## src/sprf_pkg.sv

```systemverilog
// semiprime range finder: control word layout, opcodes, branch conditions
// and the microprogram rom
// no dependencies
package sprf_pkg;

	localparam int FIELD_BITS = 16;
	localparam int PC_BITS    = 4;

	typedef logic [PC_BITS-1:0] pc_t;
	typedef logic [3:0]         op_t;
	typedef logic [3:0]         cond_t;

	typedef struct packed {
		op_t   op;
		cond_t cond;
		pc_t   target;
	} uword_t;

	// datapath operations
	localparam op_t OP_NOP       = 4'd0;
	localparam op_t OP_LOAD      = 4'd1;  // wait for a range transfer
	localparam op_t OP_TEST_INIT = 4'd2;  // cofactor <= candidate, divisor <= 2
	localparam op_t OP_DIV_START = 4'd3;
	localparam op_t OP_DIV_WAIT  = 4'd4;
	localparam op_t OP_DIV_TAKE  = 4'd5;  // cofactor <= quotient, count factor
	localparam op_t OP_INC_D     = 4'd6;
	localparam op_t OP_EMIT_PEND = 4'd7;  // release held semiprime, hold new one
	localparam op_t OP_INC_N     = 4'd8;
	localparam op_t OP_EMIT_LAST = 4'd9;
	localparam op_t OP_EMIT_ERR  = 4'd10;

	// branch conditions
	localparam cond_t C_NEVER     = 4'd0;
	localparam cond_t C_ALWAYS    = 4'd1;
	localparam cond_t C_RANGE_BAD = 4'd2;
	localparam cond_t C_N_LT4     = 4'd3;
	localparam cond_t C_DSQ_GT_C  = 4'd4;
	localparam cond_t C_REM_NZ    = 4'd5;
	localparam cond_t C_FACT_EQ2  = 4'd6;
	localparam cond_t C_NOT_SEMI  = 4'd7;
	localparam cond_t C_N_EQ_HI   = 4'd8;

	// program addresses
	localparam pc_t A_IDLE      = 4'd0;
	localparam pc_t A_CHECK     = 4'd1;
	localparam pc_t A_TEST      = 4'd2;
	localparam pc_t A_LOOP      = 4'd3;
	localparam pc_t A_DIV       = 4'd4;
	localparam pc_t A_DIV_WAIT  = 4'd5;
	localparam pc_t A_REM_TEST  = 4'd6;
	localparam pc_t A_TAKE      = 4'd7;
	localparam pc_t A_RETRY     = 4'd8;
	localparam pc_t A_INC_D     = 4'd9;
	localparam pc_t A_VERDICT   = 4'd10;
	localparam pc_t A_FOUND     = 4'd11;
	localparam pc_t A_NEXT_N    = 4'd12;
	localparam pc_t A_INC_N     = 4'd13;
	localparam pc_t A_END       = 4'd14;
	localparam pc_t A_ERR       = 4'd15;

	function automatic uword_t ucode_rom(input pc_t pc);
		uword_t w;
		w = '{op: OP_NOP, cond: C_ALWAYS, target: A_IDLE};
		unique case (pc)
			A_IDLE:     w = '{op: OP_LOAD,      cond: C_NEVER,     target: A_IDLE};
			A_CHECK:    w = '{op: OP_NOP,       cond: C_RANGE_BAD, target: A_ERR};
			A_TEST:     w = '{op: OP_TEST_INIT, cond: C_N_LT4,     target: A_NEXT_N};
			A_LOOP:     w = '{op: OP_NOP,       cond: C_DSQ_GT_C,  target: A_VERDICT};
			A_DIV:      w = '{op: OP_DIV_START, cond: C_NEVER,     target: A_IDLE};
			A_DIV_WAIT: w = '{op: OP_DIV_WAIT,  cond: C_NEVER,     target: A_IDLE};
			A_REM_TEST: w = '{op: OP_NOP,       cond: C_REM_NZ,    target: A_INC_D};
			A_TAKE:     w = '{op: OP_DIV_TAKE,  cond: C_FACT_EQ2,  target: A_NEXT_N};
			A_RETRY:    w = '{op: OP_NOP,       cond: C_ALWAYS,    target: A_DIV};
			A_INC_D:    w = '{op: OP_INC_D,     cond: C_ALWAYS,    target: A_LOOP};
			A_VERDICT:  w = '{op: OP_NOP,       cond: C_NOT_SEMI,  target: A_NEXT_N};
			A_FOUND:    w = '{op: OP_EMIT_PEND, cond: C_NEVER,     target: A_IDLE};
			A_NEXT_N:   w = '{op: OP_NOP,       cond: C_N_EQ_HI,   target: A_END};
			A_INC_N:    w = '{op: OP_INC_N,     cond: C_ALWAYS,    target: A_TEST};
			A_END:      w = '{op: OP_EMIT_LAST, cond: C_ALWAYS,    target: A_IDLE};
			A_ERR:      w = '{op: OP_EMIT_ERR,  cond: C_ALWAYS,    target: A_IDLE};
			default:    w = '{op: OP_NOP,       cond: C_ALWAYS,    target: A_IDLE};
		endcase
		return w;
	endfunction

endpackage

```

## src/semiprime_range_finder.sv

```systemverilog
// semiprime range finder top level: microcoded sequencer, trial-division
// datapath with a single restoring divider, output register
// depends on sprf_pkg
// one range at a time, of up to MAX_SPAN numbers; trial division runs in the
// one-bit-per-cycle divider, once per divisor up to the square root of the
// remaining cofactor; a rejected range gives only an error result
// results are released one behind the scan so the final one can carry tlast
// reset returns the sequencer to idle and drops any held or pending result
module semiprime_range_finder
	import sprf_pkg::*;
#(
	parameter int VALUE_BITS = 16,
	parameter int MAX_SPAN   = 64
) (
	input  logic        clk,
	input  logic        arst_n,
	input  logic        s_axis_tvalid,
	output logic        s_axis_tready,
	input  logic [31:0] s_axis_tdata,   // range_low, range_high
	output logic        m_axis_tvalid,
	input  logic        m_axis_tready,
	output logic [15:0] m_axis_tdata,   // semiprime_value
	output logic [1:0]  m_axis_tuser,   // found, range_error
	output logic        m_axis_tlast    // last_of_run
);

	localparam int NW    = (VALUE_BITS < FIELD_BITS) ? VALUE_BITS : FIELD_BITS;
	localparam int CNT_W = $clog2(NW + 1);

	// sequencer
	pc_t    pc_q;
	uword_t uw;
	logic   op_done;
	logic   cond_true;

	// datapath
	logic [NW-1:0]    candidate_q;
	logic [NW-1:0]    upper_bound_q;
	logic [NW-1:0]    cofactor_q;
	logic [NW-1:0]    divisor_q;
	logic [1:0]       factors_q;
	logic [NW-1:0]    pend_q;
	logic             pend_v_q;

	// divider
	logic [NW-1:0]    div_rem_q;
	logic [NW-1:0]    div_quo_q;
	logic [CNT_W-1:0] div_cnt_q;
	logic             div_busy_q;
	logic [NW:0]      div_shift;
	logic [NW:0]      div_diff;
	logic             div_ge;

	// output register
	logic             out_valid_q;
	logic [NW-1:0]    out_value_q;
	logic             out_found_q;
	logic             out_last_q;
	logic             out_err_q;
	logic             out_free;

	logic [2*NW-1:0]  div_sq;
	logic [NW-1:0]    span_diff;
	logic             range_bad;
	logic [2:0]       factor_total;

	assign uw       = ucode_rom(pc_q);
	assign out_free = !out_valid_q || m_axis_tready;

	assign div_sq       = divisor_q * divisor_q;
	assign span_diff    = upper_bound_q - candidate_q;
	assign range_bad    = (candidate_q == '0) || (candidate_q > upper_bound_q) ||
		(32'(span_diff) >= 32'(MAX_SPAN));
	assign factor_total = {1'b0, factors_q} + {2'b00, (cofactor_q > NW'(1))};

	always_comb begin
		case (uw.op)
			OP_LOAD:      op_done = s_axis_tvalid;
			OP_DIV_WAIT:  op_done = !div_busy_q;
			OP_EMIT_PEND: op_done = !pend_v_q || out_free;
			OP_EMIT_LAST: op_done = out_free;
			OP_EMIT_ERR:  op_done = out_free;
			default:      op_done = 1'b1;
		endcase
	end

	always_comb begin
		unique case (uw.cond)
			C_NEVER:     cond_true = 1'b0;
			C_ALWAYS:    cond_true = 1'b1;
			C_RANGE_BAD: cond_true = range_bad;
			C_N_LT4:     cond_true = candidate_q < NW'(4);
			C_DSQ_GT_C:  cond_true = div_sq > {{NW{1'b0}}, cofactor_q};
			C_REM_NZ:    cond_true = div_rem_q != '0;
			C_FACT_EQ2:  cond_true = factors_q == 2'd2;
			C_NOT_SEMI:  cond_true = factor_total != 3'd2;
			C_N_EQ_HI:   cond_true = candidate_q == upper_bound_q;
			default:     cond_true = 1'b0;
		endcase
	end

	assign s_axis_tready = (uw.op == OP_LOAD);

	always_ff @(posedge clk or negedge arst_n) begin
		if (!arst_n) begin
			pc_q <= A_IDLE;
		end else if (op_done) begin
			pc_q <= cond_true ? uw.target : pc_q + pc_t'(1);
		end
	end

	always_ff @(posedge clk or negedge arst_n) begin
		if (!arst_n) begin
			pend_v_q <= 1'b0;
		end else if (op_done) begin
			case (uw.op)
				OP_LOAD:      pend_v_q <= 1'b0;
				OP_EMIT_PEND: pend_v_q <= 1'b1;
				default:      pend_v_q <= pend_v_q;
			endcase
		end
	end

	always_ff @(posedge clk) begin
		if (op_done) begin
			case (uw.op)
				OP_LOAD: begin
					candidate_q   <= s_axis_tdata[NW-1:0];
					upper_bound_q <= s_axis_tdata[16 +: NW];
				end
				OP_TEST_INIT: begin
					cofactor_q <= candidate_q;
					divisor_q  <= NW'(2);
					factors_q  <= 2'd0;
				end
				OP_DIV_TAKE: begin
					cofactor_q <= div_quo_q;
					factors_q  <= factors_q + 2'd1;
				end
				OP_INC_D:     divisor_q   <= divisor_q + NW'(1);
				OP_INC_N:     candidate_q <= candidate_q + NW'(1);
				OP_EMIT_PEND: pend_q      <= candidate_q;
				default: ;
			endcase
		end
	end

	// restoring division, one quotient bit per cycle
	assign div_shift = {div_rem_q, div_quo_q[NW-1]};
	assign div_diff  = div_shift - {1'b0, divisor_q};
	assign div_ge    = div_shift >= {1'b0, divisor_q};

	always_ff @(posedge clk or negedge arst_n) begin
		if (!arst_n) begin
			div_busy_q <= 1'b0;
		end else if (uw.op == OP_DIV_START) begin
			div_busy_q <= 1'b1;
		end else if (div_busy_q && div_cnt_q == CNT_W'(1)) begin
			div_busy_q <= 1'b0;
		end
	end

	always_ff @(posedge clk) begin
		if (uw.op == OP_DIV_START) begin
			div_rem_q <= '0;
			div_quo_q <= cofactor_q;
			div_cnt_q <= CNT_W'(NW);
		end else if (div_busy_q) begin
			div_rem_q <= div_ge ? div_diff[NW-1:0] : div_shift[NW-1:0];
			div_quo_q <= {div_quo_q[NW-2:0], div_ge};
			div_cnt_q <= div_cnt_q - CNT_W'(1);
		end
	end

	// output register; a held semiprime is released once the next one shows up, or with tlast at the end
	always_ff @(posedge clk or negedge arst_n) begin
		if (!arst_n) begin
			out_valid_q <= 1'b0;
		end else if (op_done && ((uw.op == OP_EMIT_PEND && pend_v_q) ||
			uw.op == OP_EMIT_LAST || uw.op == OP_EMIT_ERR)) begin
			out_valid_q <= 1'b1;
		end else if (m_axis_tready) begin
			out_valid_q <= 1'b0;
		end
	end

	always_ff @(posedge clk) begin
		if (op_done) begin
			case (uw.op)
				OP_EMIT_PEND: begin
					if (pend_v_q) begin
						out_value_q <= pend_q;
						out_found_q <= 1'b1;
						out_last_q  <= 1'b0;
						out_err_q   <= 1'b0;
					end
				end
				OP_EMIT_LAST: begin
					out_value_q <= pend_v_q ? pend_q : '0;
					out_found_q <= pend_v_q;
					out_last_q  <= 1'b1;
					out_err_q   <= 1'b0;
				end
				OP_EMIT_ERR: begin
					out_value_q <= '0;
					out_found_q <= 1'b0;
					out_last_q  <= 1'b1;
					out_err_q   <= 1'b1;
				end
				default: ;
			endcase
		end
	end

	assign m_axis_tvalid = out_valid_q;
	assign m_axis_tdata  = FIELD_BITS'(out_value_q);
	assign m_axis_tuser  = {out_err_q, out_found_q};
	assign m_axis_tlast  = out_last_q;

endmodule
```

## config.mk

```make
export PLATFORM = sky130hd
export DESIGN_NAME = semiprime_range_finder
export DESIGN_NICKNAME = d
export VERILOG_FILES = /design/src/sprf_pkg.sv /design/src/semiprime_range_finder.sv
export SDC_FILE = /design/constraint.sdc
export NUM_CORES = 1
export LEC_CHECK = 0
export ABC_AREA = 1
export BUFFER_PORTS_ARGS = -buffer_cell sky130_fd_sc_hd__buf_4
export CAP_MARGIN = 25
export CORE_MARGIN = 2
export CORE_UTILIZATION = 26
export DETAILED_ROUTE_END_ITERATION = 10
export PLACE_DENSITY_LB_ADDON = 0.12
export SYNTH_ARGS = -nofsm -noshare
export SYNTH_HDL_FRONTEND = slang
export SYNTH_SLANG_ARGS = --single-unit
```

## constraint.sdc

```tcl
create_clock -name clk -period 18.3 [get_ports clk]
set_input_delay 4.575 -clock clk [delete_from_list [all_inputs] [get_ports clk]]
set_output_delay 4.575 -clock clk [all_outputs]
set_load 0.1 [all_outputs]
```

## Word level (Yosys, flattened, before mapping)

Memories as Yosys holds them, arrays and structs flattened.
Cells that the tools add are included.
W data, S select, Z words.

| cells by class | value |
|---|---|
| reductions and logical operators | 32 |
| multiplexer cells | 23 |
| eq/ne operators | 23 |
| $lt $le $gt $ge | 6 |
| multipliers | 1 |
| add/sub/neg operators | 8 |

Operator list:

| kind | number |
|---|---|
| $pmux W16 S2 | 3 |
| $mux W16 | 5 |
| $pmux W16 S3 | 1 |
| $add A16 B1 Y16 const B | 2 |
| $eq A4 B3 Y1 const B | 8 |
| $gt A32 B16 Y1 | 1 |
| $mul A16 B16 Y32 | 1 |
| $sub A16 B16 Y16 | 2 |
| $ge A17 B16 Y1 | 1 |
| $eq A16 B16 Y1 | 1 |
| $eq A4 B2 Y1 const B | 4 |
| $eq A4 B4 Y1 const B | 4 |
| $ge A16 B7 Y1 const B | 1 |
| $gt A16 B1 Y1 const B | 1 |
| $gt A16 B16 Y1 | 1 |
| $logic_not A16 Y1 | 1 |
| $lt A16 B3 Y1 const B | 1 |
| $reduce_bool A16 Y1 | 1 |
| $reduce_bool A2 Y1 | 8 |
| $reduce_and A2 Y1 | 6 |
| $eq A4 B1 Y1 const B | 2 |
| $pmux W1 S8 | 1 |
| $logic_or A1 B1 Y1 | 6 |
| $mux W1 | 6 |
| 18 further kinds | 25 |

| word-level totals | value |
|---|---|
| output and inout bits | 21 |
| input bits | 36 |
| memories | 1 |
| logic and storage cells | 111 |
| register bits | 145 |
| bits in read-only memories | 192 |

Memory list:

| memory | depth | width | rd ports | clocked after Yosys merged registers in | write ports | RTL line | RTL |
|---|---|---|---|---|---|---|---|
| (name not given) | 16 | 12 | 1 | 0 | 0 | sprf_pkg.sv:64 | `unique case (pc)` |

## Logic depth before layout (Yosys ltp)

Gate-level depths: netlist of run 1.
An unclocked memory read counts as a cell.

| logic depth | value |
|---|---|
| depth after elaboration | 7 |
| mapped depth | 44 |
| gate-level depth less buffers | 42 |

## Least setup slack after synthesis of run 1

OpenSTA, ideal clock, no wires.

| timing | value |
|---|---|
| path type | input to register |
| start point | in m_axis_tready |
| end point | reg out_value_q[0], in the netlist m_axis_tdata[0], enable pin |
| data arrival time | 6.693 ns |
| path buffers | 0 |
| library setup time | 0.399 ns |
| stages on the path | 4 |
| slack | 11.208 ns |
| cell sequence | nor2_1 a21oi_1 nor2_1 a21oi_1 |

| between the ends | value |
|---|---|
| cells in the longest elaborated chain, start to end | 4 |

RTL lines:

| item | RTL line | RTL |
|---|---|---|
| from (decl) | semiprime_range_finder.sv:21 | `input logic m_axis_tready,` |
| $logic_or A1 B1 Y1 * | semiprime_range_finder.sv:68 | `assign out_free = !out_valid_q \|\| m_axis_tready;` |
| $logic_or A1 B1 Y1 | semiprime_range_finder.sv:80 | `OP_EMIT_PEND: op_done = !pend_v_q \|\| out_free;` |
| $pmux W1 S4 * | semiprime_range_finder.sv:77 | `case (uw.op)` |
| $reduce_and A3 Y1 (no line) * | -- |  |
| to (signal assigned) | semiprime_range_finder.sv:192 | `out_value_q <= pend_q;` |
| to (signal assigned) | semiprime_range_finder.sv:199 | `out_value_q <= pend_v_q ? pend_q : '0;` |
| to (decl) | semiprime_range_finder.sv:56 | `logic [NW-1:0] out_value_q;` |

Mark *: on every way between the ends. The rest lies on a longest branch, timed or not.
A chain may end at the register's enable or synchronous reset.

## Final worst setup path of run 1

| timing | value |
|---|---|
| start point | reg divisor_q[7] |
| end point | reg pc_q[3] |

| between the ends | value |
|---|---|
| cells in the longest elaborated chain, start to end | 4 |

RTL lines:

| item | RTL line | RTL |
|---|---|---|
| from (decl) | semiprime_range_finder.sv:40 | `logic [NW-1:0] divisor_q;` |
| from (signal assigned) | semiprime_range_finder.sv:140 | `OP_INC_D: divisor_q <= divisor_q + NW'(1);` |
| $mul A16 B16 Y32 | semiprime_range_finder.sv:70 | `assign div_sq = divisor_q * divisor_q;` |
| $gt A32 B16 Y1 | semiprime_range_finder.sv:93 | `C_DSQ_GT_C: cond_true = div_sq > {{NW{1'b0}}, cofactor_q};` |
| $pmux W1 S8 | semiprime_range_finder.sv:88 | `unique case (uw.cond)` |
| $mux W4 | semiprime_range_finder.sv:108 | `pc_q <= cond_true ? uw.target : pc_q + pc_t'(1);` |
| to (signal assigned) | semiprime_range_finder.sv:108 |  |
| to (decl) | semiprime_range_finder.sv:31 | `pc_t pc_q;` |

Every way passes these cells.

==> Implementation_results.wiki, run 1 <==
{| class="wikitable"
! Metric !! Value
|-
| Drt first pass iters || 5
|-
| Count of clock tree sinks || 145
|-
| Setup repair after global routing missed its margin || no
|-
| Number of synthesized register bits || 145
|-
| Transition time at the pin with the least slew margin || 970 ps
|-
| Clock tree root driver cell || sky130_fd_sc_hd__clkbuf_16
|-
| Clock latency of the later-clocked register in the worst-skew pair || 450 ps
|-
| First-pass GRT wire length || roughly 77000 um
|-
| H-tree Lvls || 4
|-
| Proportion of register bits with asynchronous set or reset after synthesis || around 4.8%
|-
| Cell types with the largest area share after synthesis || sky130_fd_sc_hd__edfxtp_1, sky130_fd_sc_hd__fa_1, sky130_fd_sc_hd__nand2_1
|-
| Count of different cell masters after synthesis || 54
|-
| Number of failing setup endpoints in the final timing report || 0
|-
| Fmax || around 130 MHz
|-
| Post-Place Cells || 3071
|-
| Maximum root-to-sink buffer count || 2
|-
| All-Layer GR Usage || 14.8%
|-
| Remaining antenna violation count || 0
|-
| Master of the slowest instance on the critical path || sky130_fd_sc_hd__edfxtp_1
|-
| Data arrival at the endpoint of the critical path || between 8000 and 9000 ps
|-
| Violation count after the first detailed-route iteration || just under 800
|-
| Routed vias || 13363
|-
| Die W || 260 um
|-
| Crit path buffers/inverters || 9
|-
| Detailed placer's ending HPWL || between 30000 and 40000 um
|-
| Class of the most critical setup path || reg -> reg
|-
| Category of the worst setup path launch point || register
|-
| Required @ worst endpoint || 18640 ps
|-
| TritonCTS clock tree || built
|-
| Placeable Area || 64600 um2
|-
| CP Launch Point || divisor_q[7]$_SDFFCE_PP0P_
|-
| Critical Path End Type || register
|-
| Most used cell along the critical path || sky130_fd_sc_hd__nand2_1
|-
| Final critical-path share of the clock period || roughly two fifths
|-
| Post-synth EDFFs || 117
|-
| Path depth of the worst reg2reg path || 40
|-
| Post_cts resized || 0
|-
| Capturing point of the worst reg2reg path || pc_q[3]$_DFFE_PN0P_
|-
| IO Count || 57
|-
| Area growth from synthesis to layout || 11.3%
|-
| Initial core utilization || between 20% and 30%
|-
| Share of the synthesized area in the top cell type || 20.6%
|-
| Critical path fanouts, max || 17
|-
| Synth Warn # || 0
|-
| Die Outline Area || 67600 um2
|-
| Total clock buffers created by CTS || 17
|-
| Fin util || 29.4%
|-
| Cell Rows || 93
|-
| Slack of the critical path || around 11000 ps
|-
| Path class of the lowest-slack min-delay path || reg -> reg
|-
| Max-cap violations || 0
|-
| Share of post-route cells with drive strength above 1 || 7.74%
|-
| Clock edge transition at the registers on the reported setup and hold paths || 60 ps
|-
| Antenna violations before repair || 0
|-
| Via count of the first global-routing pass || roughly 14000
|-
| Most common cell in the synthesized netlist || sky130_fd_sc_hd__nand2_1
|-
| Quantity of hold-fixing buffers added after cts || 0
|-
| Synth Net Count || 2568
|-
| Total congestion overflow || 0
|-
| Most numerous cell types in the synthesized netlist || sky130_fd_sc_hd__nand2_1, sky130_fd_sc_hd__inv_1, sky130_fd_sc_hd__fa_1
|-
| Detailed-route vias per instance || 4.31
|-
| Largest net degree at the start of global routing || 40
|-
| Summed instance area of the synthesized netlist || about 17000 um2
|-
| Cell family with most CP delay || adder cells
|-
| Sequential cell area fraction in the yosys report || 24.1%
|-
| Final sum of negative setup slack || 0 ps
|-
| Outcome || complete, no violations
|-
| Delay of the slowest cell on the worst path || a little over 800 ps
|-
| Final Instance Count excl. Fillers || 3103
|-
| CP Capture Point || pc_q[3]$_DFFE_PN0P_
|-
| Number of inserted diodes || 0
|-
| Total stage count of the critical path || 40
|-
| Filler cell count || slightly above 7000
|-
| Final hold violation count || 0
|-
| Clock skew || 12.4 ps
|-
| Worst slack after detailed placement || 10580 ps
|-
| Final layout net count || roughly 2600
|-
| Start of the worst register-to-register path || divisor_q[7]$_SDFFCE_PP0P_
|-
| Cell count after synthesis || roughly 2200
|-
| Port buffer count || 56
|-
| Number of setup buffers added after CTS || 0
|-
| Slack of the worst reg-to-reg path || roughly 11000 ps
|-
| Synthesized area divided by synthesized cell count || between 7 and 8 um2
|-
| Library cell occupying the most area in the post-synthesis netlist || sky130_fd_sc_hd__edfxtp_1
|-
| Placer's final routability congestion estimate || 0.850
|-
| Max-slew headroom at the worst pin || 35.3%
|-
| Post-detailed-routing wire length || 48100 um
|-
| Most used flip-flop cell after synthesis || sky130_fd_sc_hd__edfxtp_1
|-
| Number of slew-limit violations in the final report || 0
|-
| Average detailed-routed wire length per instance || 15.5 um
|-
| Number of design rule violations left after detail routing || 0
|-
| Vert. Die Dim || 260 um
|-
| Min Clock Period, post-route || 7670 ps
|}
[cells in the final DEF (no fill, tap or decap), types with 27 or more instances in the layout]
master / Yosys / routed
sky130_fd_sc_hd__fa_1: 166 / 166
sky130_fd_sc_hd__inv_1: 547 / 547
sky130_fd_sc_hd__nor2_1: 136 / 136
sky130_fd_sc_hd__nand4_1: 27 / 27
sky130_fd_sc_hd__a21oi_1: 78 / 76
sky130_fd_sc_hd__nand3_1: 64 / 63
sky130_fd_sc_hd__edfxtp_1: 117 / 117
sky130_fd_sc_hd__xor2_1: 34 / 34
sky130_fd_sc_hd__ha_1: 160 / 160
sky130_fd_sc_hd__nand2_1: 574 / 574
sky130_fd_sc_hd__buf_4: 4 / 63
sky130_fd_sc_hd__o21ai_0: 55 / 55
[per-stage QoR]
| step | hold slack (ps) | instance area, um2 |
|---|---|---|
| final | 453 | 19000 |
| after global routing | 503 | 19000 |
| after CTS | 460 | 19000 |
| after detailed placement | 444 | 18400 |
| after global placement | 438 | 18400 |
| after floorplan | 421 | 17000 |
[layer usage]
layer | vias to the layer above | GRT usage (%) | routed length (um)
li1 | 6785 | - | -
met1 | 6382 | 20.7 | 23700
met2 | 164 | 24.4 | 22600
met3 | 32 | 1.46 | 1210
met4 | 0 | 3.45 | 544
met5 | - | 0 | 0
[cells by family (layout without fill, tap and decap cells)]
logic type / count (synthesis) / count (layout) / synth area share, %
fa+ha+maj: 326 / 326 / 31.3
xor+xnor: 47 / 47 / 2.42
flops: 145 / 145 / 24.1
simple gates: 891 / 891 / 22.2
buf+inv: 614 / 656 / 13.7
compound gates: 183 / 183 / 6.22
[worst min path at each step]
stage / from / end / slack (ps) / cells after the start
after floorplan: div_cnt_q[1]$_SDFFE_PP0P_ / div_cnt_q[1]$_SDFFE_PP0P_ / 420 / 2
final: div_cnt_q[1]$_SDFFE_PP0P_ / div_cnt_q[1]$_SDFFE_PP0P_ / 450 / 2
after global routing: div_cnt_q[1]$_SDFFE_PP0P_ / div_cnt_q[1]$_SDFFE_PP0P_ / 500 / 2
after global placement: div_cnt_q[1]$_SDFFE_PP0P_ / div_cnt_q[1]$_SDFFE_PP0P_ / 440 / 2
after CTS: div_cnt_q[1]$_SDFFE_PP0P_ / div_cnt_q[1]$_SDFFE_PP0P_ / 460 / 2
after detailed placement: div_cnt_q[1]$_SDFFE_PP0P_ / div_cnt_q[1]$_SDFFE_PP0P_ / 440 / 2
[tightest hold or removal path, delay by kind of cell, from the launching register on]
kind | cells | cell delay, ps
compound gates | 1 | 60
buf+inv | 1 | 40
flops | 1 | 330
[final cells by class]
class	instances	area (um2)	area share, %
inverter	561	2110	11.1
tap	855	1070	5.64
clock inverter	13	173	0.911
multi-input combinational	1447	10600	55.9
clock buffer	19	433	2.28
sequential	145	4110	21.7
timing repair buffer	63	473	2.49
[sequential cells by signal (all words and copies together) (netlist names), 4 cells and up]
signal and cells:
candidate_q 16, cofactor_q 16, div_cnt_q 5, div_quo_q 16, div_rem_q 16, divisor_q 16, m_axis_tdata 16, pc_q 4
pend_q 16, upper_bound_q 16
Power of run 1 is not shown: default switching activity piles up to over one toggle a cycle in this logic, so the estimate is an artifact.
==> run 2, diff against run 1 <==
- ABC_AREA: 1 -> 0
- clock period: 18.3 -> 7.15 ns (I/O delays scaled with it)
==> run 2 against run 1 <==
Against the previous run:
- global-route usage is 0.21 points higher
- core utilization up 2.6 points
- clock-buffer cell count is 2 lower
- area after synthesis is 6.4% lower
- cell count is 12% lower
- critical path depth shrank 10
- cell area is 2.0% higher
- the run now ends with setup timing left
- critical path type unchanged
- worst hold slack gained 46 ps
==> Implementation_results.wiki, run 2 <==
{| class="wikitable"
! Metric !! Value
|-
| Clock edge transition at the registers on the reported setup and hold paths || 70 ps
|-
| Count of different cell masters after synthesis || 77
|-
| Max-slew headroom at the worst pin || 40.1%
|-
| Antenna violations before repair || 0
|-
| Area growth from synthesis to layout || 21.4%
|-
| Endpoint of the worst hold path || div_cnt_q[1]$_SDFFE_PP0P_
|-
| Cell count after synthesis || 1711
|-
| Clock latency of the later-clocked register in the worst-skew pair || 450 ps
|-
| Total clock buffers created by CTS || 17
|-
| Max-cap violations || 0
|-
| Number of synthesized register bits || ~150
|-
| Path depth of the worst reg2reg path || 30
|-
| Final sum of negative setup slack || -713 ps
|-
| Die W || 252 um
|-
| H-tree Lvls || 4
|-
| Number of slew-limit violations in the final report || 0
|-
| Number of failing setup endpoints in the final timing report || 4
|-
| Category of the worst setup path launch point || register
|-
| Summed instance area of the synthesized netlist || 15900 um2
|-
| Most frequent cells in the layout || sky130_fd_sc_hd__inv_1, sky130_fd_sc_hd__buf_4, sky130_fd_sc_hd__fa_1, sky130_fd_sc_hd__nor2_1, sky130_fd_sc_hd__ha_1
|-
| Maximum root-to-sink buffer count || 2
|-
| TritonCTS clock tree || built
|-
| Via count of the first global-routing pass || about 13000
|-
| Detailed-route vias per instance || 4.55
|-
| Count of clock tree sinks || around 150
|-
| Most numerous cell types in the synthesized netlist || sky130_fd_sc_hd__inv_1, sky130_fd_sc_hd__fa_1, sky130_fd_sc_hd__nor2_1
|-
| Fmax || about 140 MHz
|-
| Violation count after the first detailed-route iteration || between 400 and 500
|-
| Delay of the slowest cell on the worst path || 550 ps
|-
| Critical Path End Type || register
|-
| Post-detailed-routing wire length || between 40000 and 50000 um
|-
| Placer's final routability congestion estimate || 0.849
|-
| Average detailed-routed wire length per instance || approximately 17 um
|-
| Master of the slowest instance on the critical path || sky130_fd_sc_hd__fa_1
|-
| Post-synth EDFFs || 117
|-
| Most common cell in the synthesized netlist || sky130_fd_sc_hd__inv_1
|-
| All-Layer GR Usage || 15.0%
|-
| Final critical-path share of the clock period || 103%
|-
| Min Clock Period, post-route || ~7400 ps
|-
| Data arrival at the endpoint of the critical path || approximately 7700 ps
|-
| Vert. Die Dim || 252 um
|-
| Synthesized area divided by synthesized cell count || approximately 9.3 um2
|-
| Capturing point of the worst reg2reg path || pc_q[3]$_DFFE_PN0P_
|-
| Routed vias || 12355
|-
| Path class of the lowest-slack min-delay path || reg -> reg
|-
| Worst hold path cell count || 2
|-
| Cell Rows || 90
|-
| Startpoint of the most critical hold path || div_cnt_q[1]$_SDFFE_PP0P_
|-
| Cell family with most CP delay || adder cells
|-
| Die Outline Area || roughly 63000 um2
|-
| Transition time at the pin with the least slew margin || 899 ps
|-
| Share of post-route cells with drive strength above 1 || 18.7%
|-
| Number of inserted diodes || 0
|-
| Class of the most critical setup path || reg -> reg
|-
| Clock tree root driver cell || sky130_fd_sc_hd__clkbuf_16
|-
| Most used flip-flop cell after synthesis || sky130_fd_sc_hd__edfxtp_1
|-
| Remaining antenna violation count || 0
|-
| Synth Warn # || 0
|-
| Number of design rule violations left after detail routing || 0
|-
| Initial core utilization || 26.4%
|-
| Slack of the critical path || -217 ps
|-
| Share of the synthesized area in the top cell type || approximately 22%
|-
| Violated checks || setup timing
|-
| Cell types with the largest area share after synthesis || sky130_fd_sc_hd__edfxtp_1, sky130_fd_sc_hd__fa_1, sky130_fd_sc_hd__ha_1
|-
| Total congestion overflow || 0
|-
| Setup repair after global routing missed its margin || yes
|-
| Commonest non-fill, non-tap cell in the layout || sky130_fd_sc_hd__inv_1
|-
| Sequential cell area fraction in the yosys report || 25.8%
|-
| Port buffer count || 56
|-
| Most used cell along the critical path || sky130_fd_sc_hd__fa_1
|-
| Crit path buffers/inverters || 7
|-
| Filler cell count || 6349
|-
| Outcome || finished with violations
|-
| Clock skew || 12.1 ps
|-
| Placeable Area || 60500 um2
|-
| Start of the worst register-to-register path || divisor_q[6]$_SDFFCE_PP0P_
|-
| Required @ worst endpoint || 7480 ps
|-
| Critical path fanouts, max || 6
|-
| Final hold violation count || 0
|-
| Detailed placer's ending HPWL || 38600 um
|-
| Proportion of register bits with asynchronous set or reset after synthesis || ~4.8%
|-
| IO Count || 57
|-
| Synth Net Count || 2073
|-
| Slack of the worst reg-to-reg path || -220 ps
|-
| Library cell occupying the most area in the post-synthesis netlist || sky130_fd_sc_hd__edfxtp_1
|-
| Drt first pass iters || 5
|-
| Largest net degree at the start of global routing || 39
|-
| Final layout net count || 2284
|-
| First-pass GRT wire length || ~73000 um
|}
-- run 2: changes by cell type in the layout (fill, tap and decap cells not counted), moves of 22 or more --
cell	delta
sky130_fd_sc_hd__inv_1	-263
sky130_fd_sc_hd__and2_1	+23
sky130_fd_sc_hd__nand3_1	-36
sky130_fd_sc_hd__nand2_1	-426
sky130_fd_sc_hd__buf_4	+183
sky130_fd_sc_hd__xnor2_1	+46
sky130_fd_sc_hd__mux2i_1	+22
sky130_fd_sc_hd__nand2b_1	+23
-- run 2: metrics by stage --
step           setup WS (ps)  util [%]  hold slack, ps  instances  instance area (um2)
3_5_place_dp            -391      30.8             487       2676                18600
3_3_place_gp            -306      30.8             482       2676                18600
5_1_grt                 -702      32.0             536       2717                19300
6_report                -217      32.0             499       2717                19300
2_1_floorplan          -62.4         -             444       1711                16100
4_1_cts                 -212      31.9             497       2712                19300
-- run 2: worst max-delay path by stage --
| stage | from | endpoint | slack [ps] | depth (start not counted) |
|---|---|---|---|---|
| after floorplan | divisor_q[6]$_SDFFCE_PP0P_ | pc_q[3]$_DFFE_PN0P_ | -60 | 33 |
| after global placement | divisor_q[9]$_SDFFCE_PP0P_ | pc_q[3]$_DFFE_PN0P_ | -310 | 36 |
| after detailed placement | divisor_q[9]$_SDFFCE_PP0P_ | pc_q[3]$_DFFE_PN0P_ | -390 | 33 |
| after CTS | divisor_q[6]$_SDFFCE_PP0P_ | pc_q[3]$_DFFE_PN0P_ | -210 | 34 |
| final | divisor_q[6]$_SDFFCE_PP0P_ | pc_q[3]$_DFFE_PN0P_ | -220 | 30 |
| after global routing | divisor_q[9]$_SDFFCE_PP0P_ | pc_q[2]$_DFFE_PN0P_ | -700 | 36 |
-- run 2: area by class of cell --
cell class / count / area, um2 / area share, %
clock buffer: 17 / 425 / 2.20
clock inverter: 15 / 174 / 0.899
inverter: 304 / 1150 / 5.96
multi-input combinational: 1206 / 10600 / 54.9
sequential: 145 / 4110 / 21.2
tap: 782 / 978 / 5.06
timing repair buffer: 248 / 1880 / 9.71
-- run 2: kinds of logic (layout without fill, tap and decap cells) --
logic type | count (synthesis) | count (layout) | synth area share, %
muxes | 44 | 44 | 3.07
DFF | 145 | 145 | 25.8
AOI/OAI and AO/OA | 268 | 268 | 10.7
xor gates and xnor gates | 72 | 72 | 3.96
and+or+nand+nor | 496 | 496 | 14.5
adders and majority gates | 326 | 326 | 33.4
buffers and inverters | 360 | 584 | 8.53
-- run 2: tightest hold or removal path: cells and delay by family, from the launching register on --
| kind | cells | cell delay, ps |
|---|---|---|
| AO/OA/AOI/OAI | 1 | 50 |
| flip-flops | 1 | 320 |
| AND/OR/NAND/NOR | 1 | 90 |
-- run 2: layer usage --
metal,routed length (um),track usage [%],up-vias
met5,0,0,-
met1,23000,21.1,6080
met2,22000,25.1,136
met4,427,2.62,0
li1,-,-,6115
met3,948,1.58,24
-- run 2: timing repair --
item                       in CTS  in global routing
setup buffers                   4                  5
setup endpoints to repair       4                  4
resized for setup              13                  9
pin swaps                      10                  8
hold buffers                    0                  0
Power of run 2 is left out for the same reason.
